$ cat src/sv/gals_pkg.sv
`default_nettype none

package gals_pkg;

    // Grid geometry and area limit.
    localparam int GRID_WIDTH  = 64;
    localparam int GRID_HEIGHT = 64;
    localparam int MAX_AREA    = 8;

    // Field widths of the item ports.
    localparam int COORD_W = 6;
    localparam int SIZE_W  = 4;
    localparam int FLAG_W  = 5;

    // Grid store.
    localparam int DEPTH  = GRID_WIDTH * GRID_HEIGHT;
    localparam int ADDR_W = $clog2(DEPTH);

    // Wide enough to compare a coordinate plus a size against the grid edge.
    localparam int EXT_W = 9;

    // Fixed-point ray arithmetic, 16 fractional bits.
    localparam int FRAC_W    = 16;
    localparam int DIFF_W    = COORD_W + 1;
    localparam int ACC_W     = COORD_W + FRAC_W + 1;
    localparam int SLOPE_W   = FRAC_W + 2;
    localparam int DIV_CNT_W = $clog2(FRAC_W);

    localparam logic [FRAC_W-1:0] FIX_HALF = FRAC_W'(32768);

    // Blocking flag bits of one tile.
    localparam logic [FLAG_W-1:0] FLAG_FULL  = 5'b00001;
    localparam logic [FLAG_W-1:0] FLAG_NORTH = 5'b00010;
    localparam logic [FLAG_W-1:0] FLAG_EAST  = 5'b00100;
    localparam logic [FLAG_W-1:0] FLAG_SOUTH = 5'b01000;
    localparam logic [FLAG_W-1:0] FLAG_WEST  = 5'b10000;

    // Item kinds.
    localparam logic KIND_WRITE = 1'b0;
    localparam logic KIND_QUERY = 1'b1;

    typedef enum logic [2:0] {
        ST_CLEAR,
        ST_IDLE,
        ST_PREP,
        ST_ORIENT,
        ST_DIV,
        ST_WALK,
        ST_DONE
    } gals_state_t;

    // Commands from the controller to the datapath.
    typedef struct packed {
        logic              clear_en;
        logic [ADDR_W-1:0] clear_addr;
        logic              tile_write;
        logic              load;
        logic              prep;
        logic              orient;
        logic              div_step;
        logic              walk_step;
        logic              load_result;
        logic              result_bit;
    } gals_cmd_t;

    // Status from the datapath to the controller.
    typedef struct packed {
        logic bad;
        logic same;
        logic start_full;
        logic div_last;
        logic hit;
        logic walk_clear;
    } gals_status_t;

endpackage

`default_nettype wire

$ cat src/sv/gals_ctrl.sv
`default_nettype none

module gals_ctrl
    import gals_pkg::*;
(
    input  wire logic         clk,
    input  wire logic         rst_n,
    input  wire logic         in_valid,
    output logic              in_ready,
    input  wire logic         kind,
    output logic              out_valid,
    input  wire logic         out_ready,
    input  wire gals_status_t status,
    output gals_cmd_t         cmd
);

    gals_state_t       state_reg, state_next;
    logic [ADDR_W-1:0] clr_cnt_reg, clr_cnt_next;
    logic              res_reg, res_next;
    logic              out_valid_reg, out_valid_next;

    // State and control registers.
    always_ff @(posedge clk or negedge rst_n)
    begin
        if (!rst_n)
        begin
            state_reg     <= ST_CLEAR;
            clr_cnt_reg   <= '0;
            res_reg       <= 1'b0;
            out_valid_reg <= 1'b0;
        end
        else
        begin
            state_reg     <= state_next;
            clr_cnt_reg   <= clr_cnt_next;
            res_reg       <= res_next;
            out_valid_reg <= out_valid_next;
        end
    end

    // Next state and datapath commands.
    always_comb
    begin
        state_next     = state_reg;
        clr_cnt_next   = clr_cnt_reg;
        res_next       = res_reg;
        out_valid_next = out_valid_reg && !out_ready;
        in_ready       = 1'b0;
        cmd            = '0;
        cmd.clear_addr = clr_cnt_reg;
        cmd.result_bit = res_reg;

        unique case (state_reg)
            ST_CLEAR:
            begin
                cmd.clear_en = 1'b1;
                clr_cnt_next = clr_cnt_reg + ADDR_W'(1);
                if (clr_cnt_reg == ADDR_W'(DEPTH - 1))
                begin
                    state_next = ST_IDLE;
                end
            end
            ST_IDLE:
            begin
                in_ready = 1'b1;
                if (in_valid)
                begin
                    if (kind == KIND_QUERY)
                    begin
                        cmd.load   = 1'b1;
                        state_next = ST_PREP;
                    end
                    else
                    begin
                        cmd.tile_write = 1'b1;
                    end
                end
            end
            ST_PREP:
            begin
                cmd.prep   = 1'b1;
                state_next = ST_ORIENT;
            end
            ST_ORIENT:
            begin
                cmd.orient = 1'b1;
                if (status.bad)
                begin
                    res_next   = 1'b0;
                    state_next = ST_DONE;
                end
                else if (status.same)
                begin
                    res_next   = 1'b1;
                    state_next = ST_DONE;
                end
                else
                begin
                    state_next = ST_DIV;
                end
            end
            ST_DIV:
            begin
                cmd.div_step = 1'b1;
                if (status.div_last)
                begin
                    if (status.start_full)
                    begin
                        res_next   = 1'b0;
                        state_next = ST_DONE;
                    end
                    else
                    begin
                        state_next = ST_WALK;
                    end
                end
            end
            ST_WALK:
            begin
                cmd.walk_step = 1'b1;
                if (status.hit)
                begin
                    res_next   = 1'b0;
                    state_next = ST_DONE;
                end
                else if (status.walk_clear)
                begin
                    res_next   = 1'b1;
                    state_next = ST_DONE;
                end
            end
            ST_DONE:
            begin
                if (!out_valid_reg || out_ready)
                begin
                    cmd.load_result = 1'b1;
                    out_valid_next  = 1'b1;
                    state_next      = ST_IDLE;
                end
            end
            default:
            begin
                state_next = ST_IDLE;
            end
        endcase
    end

    assign out_valid = out_valid_reg;

endmodule

`default_nettype wire

$ cat config.mk
export PLATFORM = sky130hd
export DESIGN_NAME = gals_ctrl
export DESIGN_NICKNAME = d
export VERILOG_FILES = /design/src/sv/gals_pkg.sv /design/src/sv/gals_ctrl.sv
export SDC_FILE = /design/constraint.sdc
export NUM_CORES = 1
export LEC_CHECK = 0
export BUFFER_PORTS_ARGS = -buffer_cell sky130_fd_sc_hd__buf_2
export CORE_MARGIN = 2
export CORE_UTILIZATION = 30
export DETAILED_ROUTE_END_ITERATION = 16
export SYNTH_ARGS = -nofsm -noshare
export SYNTH_HDL_FRONTEND = slang
export SYNTH_SLANG_ARGS = --single-unit
$ cat constraint.sdc
create_clock -name clk -period 4.32 [get_ports clk]
set_input_delay 0.864 -clock clk [delete_from_list [all_inputs] [get_ports clk]]
set_output_delay 0.864 -clock clk [all_outputs]
set_load 0.02 [all_outputs]
# After elaboration in Yosys (flattened, before gate mapping)
# Index checks and enable logic that the tools add are counted.
# W data, S select, Z words.
# totals
latchBits	0
romBits	0
ramBits	0
register_bits	17
elab_cells	60
output_inout_bits	23
mem_count	0
# op_classes
n_lt_le_gt_ge	0
div	0
shifts	0
add_sub_neg	1
n_reduce_logical	8
n_mul	0
bitwise_logic	0
n_eq_ne	15
mux	32
# op_table
cell	n
$mux W3	8
$pmux W3 S7	1
$mux W1	18
$add A12 B1 Y12 const B	1
$eq A12 B12 Y1 const B	1
$ne A2 B2 Y1 const B	6
$eq A3 B3 Y1 const B	3
$mux W2	4
$eq A3 B2 Y1 const B	2
$ne A3 B3 Y1 const B	2
$reduce_and A6 Y1	1
$reduce_and A5 Y1	1
$eq A3 B1 Y1 const B	1
$logic_not A3 Y1	1
$pmux W1 S3	1
$reduce_bool A3 Y1	1
$logic_not A1 Y1	2
$logic_and A1 B1 Y1	1
$logic_or A1 B1 Y1	1

# Longest topological paths before layout
# Gate-level depths: netlist of the first run.
# logic_depth
ltp_word	4
ltp_mapped	6
mapped_depth_nobuf	4

# Worst setup path before layout of the first run
# OpenSTA, ideal clock, no wires.
# synth_path
kind	flip-flop to output port
startpoint	register state_reg[1]
endpoint	output cmd[7] in the netlist's numbering
required_time_ps	3456
slack_ps	2094
stages_incl_launch_ff	5
t_arrival_ps	1362
n_path_buf	1
path_cell_list	dfrtp_1 > buf_6 > nor3b_2 > nand2_1 > nor2_1
# synth_lines
element	line_no	rtl
start, declared	gals_ctrl.sv:17	gals_state_t state_reg, state_next;
start signal, assigned	gals_ctrl.sv:34	state_reg <= state_next;
end, declared	gals_ctrl.sv:14	output gals_cmd_t cmd

==> key figures, run 1 <==
Status
  – Status: finished, final reports clean

Synthesis
  – Area share of the largest cell type after synthesis: 44.4%
  – Mapped cell area: 957 um2
  – EDFF count, synth: 0
  – Post-synthesis sequential area ratio: between 40 and 50%
  – Area leader, netlist: dfrtp_1
  – Top_reg_cell synth: dfrtp_1
  – Commonest cells post-synth: dfrtp_1, nand2_1, nor2_1, xnor2_1
  – Syn nets: ~110
  – Synthesis-stage register bit count: 17
  – Ys Warns: 0
  – Most frequent cell after synthesis: dfrtp_1
  – Async SR Flop Fraction: 100%
  – Yosys cell types: 33
  – Ranking of synthesized cells by area: dfrtp_1, xnor2_1, xor2_1
  – Synthesized instance count: 96
  – Syn Area/Cell: 9.97 um2

Worst setup path
  – CP cell instances: nor3b_2 -> and3_1 -> buf_2
  – Critical path endpoint category: output port
  – Worst setup SP type: flop
  – Buf/Inv on CP: 1
  – CP max stage cell: dfrtp_1
  – Worst path max stage delay: around 0.66 ns
  – WP data required: 3.46 ns
  – Setup CP Type: flop to output port
  – Maximum fanout along the worst path: 17
  – Arrival @ worst endpoint: about 1.6 ns
  – Family with the most delay on the worst path: flip-flops

Floorplanning
  – Cell Rows: 20
  – Die outline height: 60.5 um
  – # IOs: 34
  – Core Area: between 3000 and 4000 um2
  – Die ar.: roughly 3700 um2
  – Initial core utilization: between 30% and 40%
  – Die W: approximately 60 um

Worst hold path
  – Hold crit path type: input pin to async pin

GRT
  – Total GRT Usage: approximately 11%
  – Vias in the first global route: just under 700
  – Global-route wire length before repair: a little under 3 mm
  – Initial antenna violation count: 0
  – Total global routing overflow: 0
  – Largest net degree at the start of global routing: 18

Power and ir drop
  – Sequential share of power: 41.4%
  – Leakage Power: between 0.5 and 0.6 nW
  – Switching Power: between 0.0003 and 0.0004 W
  – Power per cell area: 620 nW/um2
  – Internal: between 0.0003 and 0.0004 W
  – Clock power share: about an eighth
  – Peak VDD IR: roughly 0.27 mV
  – Total Power: 0.000718 W
  – Net Sw Frac: a little under half
  – Comb power frac: 46.1%

STA
  – Slew margin rel.: around two thirds
  – Final setup vio count: 0
  – Clk_skew: between 0.01 and 0.015 ns
  – Final worst-path cycle share: 57.7%
  – Fmax: about 400 MHz
  – Hold Vio Cnt, Final: 0
  – RSZ-0062 raised after global routing: false
  – Final Max Slew Viols: 0
  – Hold WS: about 0.46 ns
  – TNS Setup: 0 ns
  – Least-Margin Pin Slew: ~0.50 ns
  – Min Clock Period, post-route: 2.49 ns

Clock network
  – Clock Pin Slew Worst Setup and Hold Paths: around 0.11 ns
  – TritonCTS clock tree: yes
  – # hold bufs at CTS: 0
  – # H-tree levels: 1
  – Clock latency on the worst-skew pair: roughly 0.31 ns
  – CTS max path bufs: 2
  – Post-CTS setup buffers: 0
  – Post-cts resize count: 0
  – Clock buffer count from CTS: 3
  – Clk sink count: 17
  – Root Driver: clkbuf_4

Place
  – Gp weighted congestion: 0.741
  – Buffers on Ports: 33
  – Detail Placement HPWL: 1.45 mm
  – Placed Area: about 1100 um2

Detailed routing
  – DR vias/cell: between 4 and 5
  – Total wire length: about 1.9 mm
  – Vias: 789
  – Drt drc: 0
  – Initial DRT Pass Iterations: 4
  – Remaining antenna violation count: 0
  – Starting DRT DRC Count: 13
  – Routed wire per std cell: roughly 11 um

Finish
  – Max reg flops: 12
  – Area Growth Syn to Fin: 21.0%
  – Nets: between 100 and 150
  – Post-route cell area: between 1000 and 1500 um2
  – Share of cells above drive strength 1: 33.9%
  – ANT cells: 0
  – Final Util: between 30% and 40%
  – Fillers: 339
  – Storage element area: around 430 um2
  – Footprint of the multi-input gates: 479 um2

Flow run
  – Max cap viols: 0
## through the flow
stage | cells | setup slack, ns
2_1_floorplan | 96 | 2.09
3_3_place_gp | 167 | 2.08
3_5_place_dp | 167 | 2.07
4_1_cts | 171 | 1.84
5_1_grt | 171 | 1.73
6_report | 171 | 1.83
## path summary, 6_finish.rpt
check	startpoint	end	slack [ns]	cells past startpoint
max	state_reg[0]	cmd[6]	1.83	3
min	rst_n	clr_cnt_reg[11]	0.46	1
max reg2reg	state_reg[0]	res_reg	2.61	4
min reg2reg	clr_cnt_reg[10]	clr_cnt_reg[10]	0.49	1
max in group asynchronous	rst_n	state_reg[0]	3.59	1
min in group clk	clr_cnt_reg[10]	clr_cnt_reg[10]	0.49	1
## cells by family after synthesis
group | count (synthesis) | share of synthesized area [%]
DFF | 17 | 44.4
AOI/OAI and AO/OA | 14 | 9.02
and+or+nand+nor | 44 | 27.3
buffers and inverters | 7 | 5.49
muxes | 2 | 2.35
xor gates and xnor gates | 11 | 10.1
adders and majority gates | 1 | 1.31
## cell usage in the layout, fill, tap and decap left out
cell type,Yosys,layout
nor3_1,2,2
nand3b_1,2,2
a31oi_1,1,1
nor2_1,7,7
o2111a_1,1,1
ha_1,1,1
inv_1,1,1
buf_2,0,33
nor3_4,1,1
nor3b_1,2,2
nor3b_2,1,1
mux2_2,2,2
and2b_1,1,1
o21ai_2,1,1
and4_1,2,2
nor2b_1,3,3
a21boi_0,1,1
clkbuf_4,0,3
o21ai_0,5,5
nand2_1,7,7
or2_2,1,1
clkinvlp_4,0,1
nand2b_1,1,1
a21oi_1,4,4
nand3_1,5,5
dfrtp_1,17,17
and3b_1,1,1
and3_1,4,4
a21o_1,1,1
nand4_1,3,3
xnor2_1,7,7
xor2_1,4,4
and2_1,1,1
## per-layer routing
layer / vias to the layer above / GRT usage [%] / wire length, um
met5: - / 0 / 0
met4: 0 / 5.59 / 34
met3: 3 / 1.28 / 119
li1: 393 / - / -
met2: 28 / 16.5 / 806
met1: 365 / 15.3 / 931
## power by group through the flow
stage               logic [W]  registers (W)  clock network [W]
CTS                  0.000336       0.000296          0.0000929
floorplan            0.000268       0.000294                  0
detailed placement   0.000336       0.000299                  0
finish               0.000331       0.000298          0.0000895
global placement     0.000331       0.000297                  0
global route         0.000365       0.000310          0.0000996
## layout make-up
type,instances,area share [%]
Clock buffer,3,1.94
Multi-Input combinational cell,72,41.4
Sequential cell,17,36.7
Timing Repair Buffer,33,14.3
Inverter,1,0.324
Tap cell,44,4.75
Clock inverter,1,0.648
Power figures use the tool's default switching activity.
==> run 2, diff against run 1 <==
- clock period: 4.32 -> 2.3 ns (I/O delays scaled with it)
==> key figures, run 2 (same netlist as run 1, synthesis figures left out) <==
Worst hold path
  – Hold crit path type: input pin to async pin (unchanged)

Power and ir drop
  – Peak VDD IR: 0.463 mV (was 0.266 mV)
  – Power per cell area: 1160 nW/um2 (was 620 nW/um2)
  – Leakage Power: 0.589 nW (unchanged)

Worst setup path
  – CP cell instances: nor3b_2 -> and3_1 -> buf_2 (unchanged)
  – FF-to-FF Start: state_reg[1] (was state_reg[0])
  – Family with the most delay on the worst path: flip-flops (unchanged)
  – Critical path endpoint category: output port (unchanged)
  – Setup CP Type: flop to output port (unchanged)
  – WP data required: 1.84 ns (was 3.46 ns)
  – CP max stage cell: dfrtp_1 (unchanged)
  – CP startpoint: state_reg[0] (unchanged)
  – Buf/Inv on CP: 1 (unchanged)
  – Maximum fanout along the worst path: 17 (unchanged)
  – Worst path max stage delay: 0.65 ns (was 0.66 ns)
  – Worst setup SP type: flop (unchanged)
  – Arrival @ worst endpoint: 1.58 ns (was 1.63 ns)

Status
  – Status: finished, final reports clean (unchanged)

Clock network
  – Clock buffer count from CTS: 3 (unchanged)
  – Clock Pin Slew Worst Setup and Hold Paths: 0.10 ns (was 0.11 ns)
  – # H-tree levels: 1 (unchanged)
  – Post-CTS setup buffers: 0 (unchanged)
  – # hold bufs at CTS: 0 (unchanged)
  – CTS max path bufs: 2 (unchanged)
  – Clock latency on the worst-skew pair: 0.29 ns (was 0.31 ns)
  – Post-cts resize count: 0 (unchanged)
  – Clk sink count: 17 (unchanged)
  – Root Driver: clkbuf_4 (unchanged)
  – TritonCTS clock tree: yes (unchanged)

Place
  – Buffers on Ports: 33 (unchanged)
  – Detail Placement HPWL: 1.53 mm (was 1.45 mm)
  – Gp weighted congestion: 0.775 (was 0.741)
  – Placed Area: 1130 um2 (unchanged)

Flow run
  – Max cap viols: 0 (unchanged)

Floorplanning
  – Initial core utilization: 31.4% (unchanged)
  – Die W: 60.5 um (unchanged)
  – # IOs: 34 (unchanged)
  – Cell Rows: 20 (unchanged)
  – Core Area: 3050 um2 (unchanged)
  – Die outline height: 60.5 um (unchanged)
  – Die ar.: 3660 um2 (unchanged)

Finish
  – Final Util: 38.0% (unchanged)
  – Share of cells above drive strength 1: 33.9% (unchanged)
  – Most frequent cells in the layout: buf_2, dfrtp_1, nand2_1, nor2_1, xnor2_1 (unchanged)
  – Max reg flops: 12 (unchanged)
  – Nets: 140 (unchanged)
  – Area Growth Syn to Fin: 21.0% (unchanged)
  – Post-route cell area: 1160 um2 (unchanged)
  – ANT cells: 0 (unchanged)
  – Commonest non-fill, non-tap cell in the layout: buf_2 (unchanged)
  – Fillers: 330 (was 339)

STA
  – Least-Margin Pin Slew: 0.474 ns (was 0.495 ns)
  – Hold WS: 0.0690 ns (was 0.458 ns)
  – Final Max Slew Viols: 0 (unchanged)
  – Min Clock Period, post-route: 2.04 ns
  – Slew margin rel.: 68.4% (was 67.0%)
  – Hold Vio Cnt, Final: 0 (unchanged)
  – Final worst-path cycle share: around nine tenths
  – Final setup vio count: 0 (unchanged)
  – Fmax: a little under 500 MHz
  – RSZ-0062 raised after global routing: false (unchanged)
  – TNS Setup: 0 ns (unchanged)
  – Clk_skew: 0.00702 ns (was 0.0102 ns)

Detailed routing
  – Total wire length: 1.99 mm (was 1.89 mm)
  – Initial DRT Pass Iterations: 4 (unchanged)
  – Routed wire per std cell: 11.6 um (was 11.1 um)
  – Vias: 779 (was 789)
  – Drt drc: 0 (unchanged)
  – Remaining antenna violation count: 0 (unchanged)
  – DR vias/cell: 4.56 (was 4.61)
  – Starting DRT DRC Count: 57 (was 13)

GRT
  – Initial antenna violation count: 0 (unchanged)
  – Total global routing overflow: 0 (unchanged)
  – Largest net degree at the start of global routing: 18 (unchanged)
  – Total GRT Usage: 12.0% (was 10.8%)
  – Global-route wire length before repair: 3.31 mm (was 2.98 mm)
  – Vias in the first global route: 720 (was 678)
[run 2: cell counts in the layout (fill, tap and decap cells not counted)]
Identical to the previous run, type by type.
[run 2: final cells by class]
class                   instances  area, um2  share of cell area, %
multi-input cells              72        479                   41.4
flip-flops and latches         17        425                   36.7
repair buffers                 33        165                   14.3
well taps                      44       55.1                   4.75
clock buffers                   3       22.5                   1.94
clock inverters                 1       7.51                  0.648
inverters                       1       3.75                  0.324
[run 2: stage by stage]
stage,setup WS [ns],cells,total power (W)
2_1_floorplan,0.478,96,0.00106
3_3_place_gp,0.614,167,0.00118
3_5_place_dp,0.573,167,0.00120
4_1_cts,0.236,171,0.00137
5_1_grt,0.0967,171,0.00147
6_report,0.258,171,0.00135
[run 2: path summary, 6_finish.rpt]
path / end / slack [ns] / cells after the start
min reg2reg: clr_cnt_reg[10] / 0.49 / 1
max reg2reg: clr_cnt_reg[7] / 0.59 / 4
max in group asynchronous: res_reg / 1.96 / 1
min: clr_cnt_reg[4] / 0.07 / 1
max: cmd[6] / 0.26 / 3
min in group clk: out_valid / 0.43 / 3
[run 2: where the power goes]
group          internal, W  leakage (nW)  total, W  switching (W)
Combinational     0.000271         0.354  0.000628       0.000357
Sequential        0.000392         0.221  0.000560       0.000167
Clock            0.0000661        0.0139  0.000161      0.0000951
[run 2: routing by layer]
layer	part of all wire (%)	global-route usage (%)	routed length, um	vias up
met1	49	16.2	976	360
li1	-	-	-	394
met4	0	4.66	0	0
met2	45	19.4	898	25
met3	5.6	1.92	112	0
met5	0	0	0	-
==> run 3, diff against run 2 <==
- ABC_AREA: not set -> 1
- CORE_MARGIN: 2 -> 4
==> key figures, run 3 <==
Status
  – Status: finished, final reports clean (unchanged)

STA
  – Hold Vio Cnt, Final: 0 (unchanged)
  – Min Clock Period, post-route: 1.91 ns (was 2.04 ns)
  – TNS Setup: 0 ns (unchanged)
  – Slew margin rel.: 74.6% (was 68.4%)
  – Final worst-path cycle share: 83.1% (was 88.8%)
  – RSZ-0062 raised after global routing: false (unchanged)
  – Clk_skew: 0.00245 ns (was 0.00702 ns)
  – Least-Margin Pin Slew: 0.382 ns (was 0.474 ns)
  – Final Max Slew Viols: 0 (unchanged)
  – Fmax: 523 MHz (was 490 MHz)
  – Final setup vio count: 0 (unchanged)
  – Hold WS: 0.0798 ns (was 0.0690 ns)

Synthesis
  – Post-synthesis sequential area ratio: 40.0% (was 44.4%)
  – Synthesized instance count: 144 (was 96)
  – Commonest cells post-synth: nand2_1, inv_1, nand3_1 (was dfrtp_1, nand2_1, nor2_1, xnor2_1)
  – Top_reg_cell synth: dfrtp_1 (unchanged)
  – Mapped cell area: 1060 um2 (was 957 um2)
  – Syn nets: 156 (was 108)
  – Post-synthesis xor/xnor area fraction: 6.60% (was 10.1%)
  – Post-Synth Simple-Gate Area: 42.3% (was 27.3%)
  – Ys Warns: 0 (unchanged)
  – Async SR Flop Fraction: 100% (unchanged)
  – Post-Synth Adder-Cell Area: 1.18% (was 1.31%)
  – Syn Area/Cell: 7.38 um2 (was 9.97 um2)
  – Area share of the largest cell type after synthesis: 40.0% (was 44.4%)
  – Yosys cell types: 23 (was 33)
  – Area leader, netlist: dfrtp_1 (unchanged)
  – Ranking of synthesized cells by area: dfrtp_1, nand2_1, nand3_1 (was dfrtp_1, xnor2_1, xor2_1)
  – EDFF count, synth: 0 (unchanged)
  – Post-synthesis compound-gate area fraction: 1.41% (was 9.02%)
  – Post-synthesis mux area share: 0% (was 2.35%)
  – Synthesis-stage register bit count: 17 (unchanged)
  – Largest family of logic cells by synthesized area: simple AND/OR/NAND/NOR gates (unchanged)
  – Most frequent cell after synthesis: nand2_1 (was dfrtp_1)

Worst setup path
  – Arrival @ worst endpoint: 1.45 ns (was 1.58 ns)
  – Worst setup SP type: flop (unchanged)
  – Worst R2R Path Depth: 5 (was 4)
  – Crit-path most repeated cell: nand2_1
  – FF-to-FF Start: clr_cnt_reg[0] (was state_reg[1])
  – CP startpoint: state_reg[0] (unchanged)
  – Setup CP Type: flop to output port (unchanged)
  – Critical path endpoint category: output port (unchanged)
  – WP data required: 1.84 ns (about the same)
  – Reg2reg end: clr_cnt_reg[10] (was clr_cnt_reg[7])
  – CP cell instances: inv_2 -> nor2_2 -> nand2_1 -> inv_1 -> nand2_1 -> nor2_1 -> buf_2 (was nor3b_2 -> and3_1 -> buf_2)
  – CP max stage cell: dfrtp_1 (unchanged)
  – Setup slack, reg-to-reg: 0.94 ns (was 0.59 ns)
  – Worst Setup EP: cmd[7] (was cmd[6])
  – Maximum fanout along the worst path: 7 (was 17)
  – Worst path max stage delay: 0.52 ns (was 0.65 ns)

Detailed routing
  – Initial DRT Pass Iterations: 4 (unchanged)
  – Starting DRT DRC Count: 64 (was 57)
  – Vias: 960 (was 779)
  – DR vias/cell: 4.25 (was 4.56)
  – Total wire length: 2.25 mm (was 1.99 mm)
  – Remaining antenna violation count: 0 (unchanged)
  – Drt drc: 0 (unchanged)
  – Routed wire per std cell: 9.96 um (was 11.6 um)

Flow run
  – Max cap viols: 0 (unchanged)

GRT
  – Vias in the first global route: 940 (was 720)
  – Global-route wire length before repair: 3.84 mm (was 3.31 mm)
  – Initial antenna violation count: 0 (unchanged)
  – Largest net degree at the start of global routing: 18 (unchanged)
  – Total global routing overflow: 0 (unchanged)
  – Total GRT Usage: 10.9% (was 12.0%)

Floorplanning
  – Die ar.: 4560 um2 (was 3660 um2)
  – # IOs: 34 (unchanged)
  – Die outline height: 67.5 um (was 60.5 um)
  – Initial core utilization: 31.3% (was 31.4%)
  – Core Area: 3390 um2 (was 3050 um2)
  – Die W: 67.5 um (was 60.5 um)
  – Cell Rows: 21 (was 20)

Place
  – Gp weighted congestion: 0.820 (was 0.775)
  – Placed Area: 1280 um2 (was 1130 um2)
  – Buffers on Ports: 33 (unchanged)
  – Detail Placement HPWL: 1.82 mm (was 1.53 mm)
  – Placed instance count: 222 (was 167)

Finish
  – Fillers: 380 (was 330)
  – Area Growth Syn to Fin: 22.7% (was 21.0%)
  – Finished Layout Cells: 226 (was 171)
  – Share of cells above drive strength 1: 30.0% (was 33.9%)
  – ANT cells: 0 (unchanged)
  – Post-route cell area: 1300 um2 (was 1160 um2)
  – Max reg flops: 12 (unchanged)
  – Most frequent cells in the layout: nand2_1, buf_2, inv_1, nand3_1, dfrtp_1 (was buf_2, dfrtp_1, nand2_1, nor2_1, xnor2_1)
  – Nets: 193 (was 140)
  – Storage element area: 425 um2 (unchanged)
  – Commonest non-fill, non-tap cell in the layout: nand2_1 (was buf_2)
  – Footprint of the multi-input gates: 547 um2 (was 479 um2)

Clock network
  – Clock latency on the worst-skew pair: 0.28 ns (was 0.29 ns)
  – # hold bufs at CTS: 0 (unchanged)
  – Post-CTS setup buffers: 0 (unchanged)
  – Root Driver: clkbuf_4 (unchanged)
  – # H-tree levels: 1 (unchanged)
  – Clock buffer count from CTS: 3 (unchanged)
  – Clk sink count: 17 (unchanged)
  – CTS max path bufs: 2 (unchanged)
  – TritonCTS clock tree: yes (unchanged)
  – Clock Pin Slew Worst Setup and Hold Paths: 0.09 ns (was 0.10 ns)
  – Post-cts resize count: 0 (unchanged)

Power and ir drop
  – Leakage Power: 0.734 nW (was 0.589 nW)
  – Power per cell area: 362 nW/um2 (was 1160 nW/um2)
  – Peak VDD IR: 0.206 mV (was 0.463 mV)
  – Total Power: 0.000472 W (was 0.00135 W)

Worst hold path
  – Hold crit path type: input pin to async pin (unchanged)
[run 3: cell types whose count changed after synthesis, sizes merged, moves of 3 or more]
cell / delta
a21oi: -4
and3: -4
buf: -4
inv: +21
nand2: +43
nand3: +14
nor2: +11
nor2b: -3
nor3b: -3
o21ai: -3
[run 3: layout make-up]
class                           count  share of cell area (%)
Inverter                           22                    6.33
Clock buffer                        4                    2.02
Tap cell                           46                    4.41
Timing Repair Buffer               33                    12.7
Sequential cell                    17                    32.6
Multi-Input combinational cell    104                    41.9
[run 3: worst min-delay path by stage]
stage                     startpoint        endpoint  depth (start not counted)
after floorplan                rst_n  clr_cnt_reg[0]                          0
after global placement         rst_n  clr_cnt_reg[9]                          1
after detailed placement       rst_n  clr_cnt_reg[6]                          1
after CTS                      rst_n  clr_cnt_reg[9]                          1
after global routing           rst_n  clr_cnt_reg[6]                          1
final                          rst_n  clr_cnt_reg[9]                          1
[run 3: through the flow]
stage	util, %	setup slack, ns
after floorplan	-	0.576
after global placement	37.7	0.724
after detailed placement	37.7	0.707
after CTS	38.5	0.375
after global routing	38.5	0.239
final	38.5	0.389
[run 3: layer usage]
metal / routed length [um] / up-vias / GRT usage, %
met5: 0 / - / 0
met4: 13 / 0 / 4.56
met3: 160 / 2 / 2.00
met2: 980 / 27 / 18.3
met1: 1100 / 414 / 13.7
li1: - / 517 / -
[run 3: kinds of logic after synthesis]
| kind of cell | count (synthesis) |
|---|---|
| buffers and inverters | 23 |
| AND/OR/NAND/NOR | 92 |
| AO/OA/AOI/OAI | 3 |
| XOR/XNOR | 8 |
| adder cells (fa/ha/maj) | 1 |
| flip-flops | 17 |
[run 3: worst max-delay path, delay by kind of cell, from the launching register on]
kind / cells / cell delay, ns
simple gates: 4 / 0.36
flops: 1 / 0.52
buf+inv: 3 / 0.31
[run 3: report_power, final]
part           internal [W]   total, W  leakage (nW)             switching [W]
clock             0.0000673   0.000155        0.0150                 0.0000874
combinational    0.00000782  0.0000192         0.496                 0.0000114
sequential         0.000299   0.000299         0.223  0.0000000000000000000310
total              0.000374   0.000472         0.734                 0.0000987
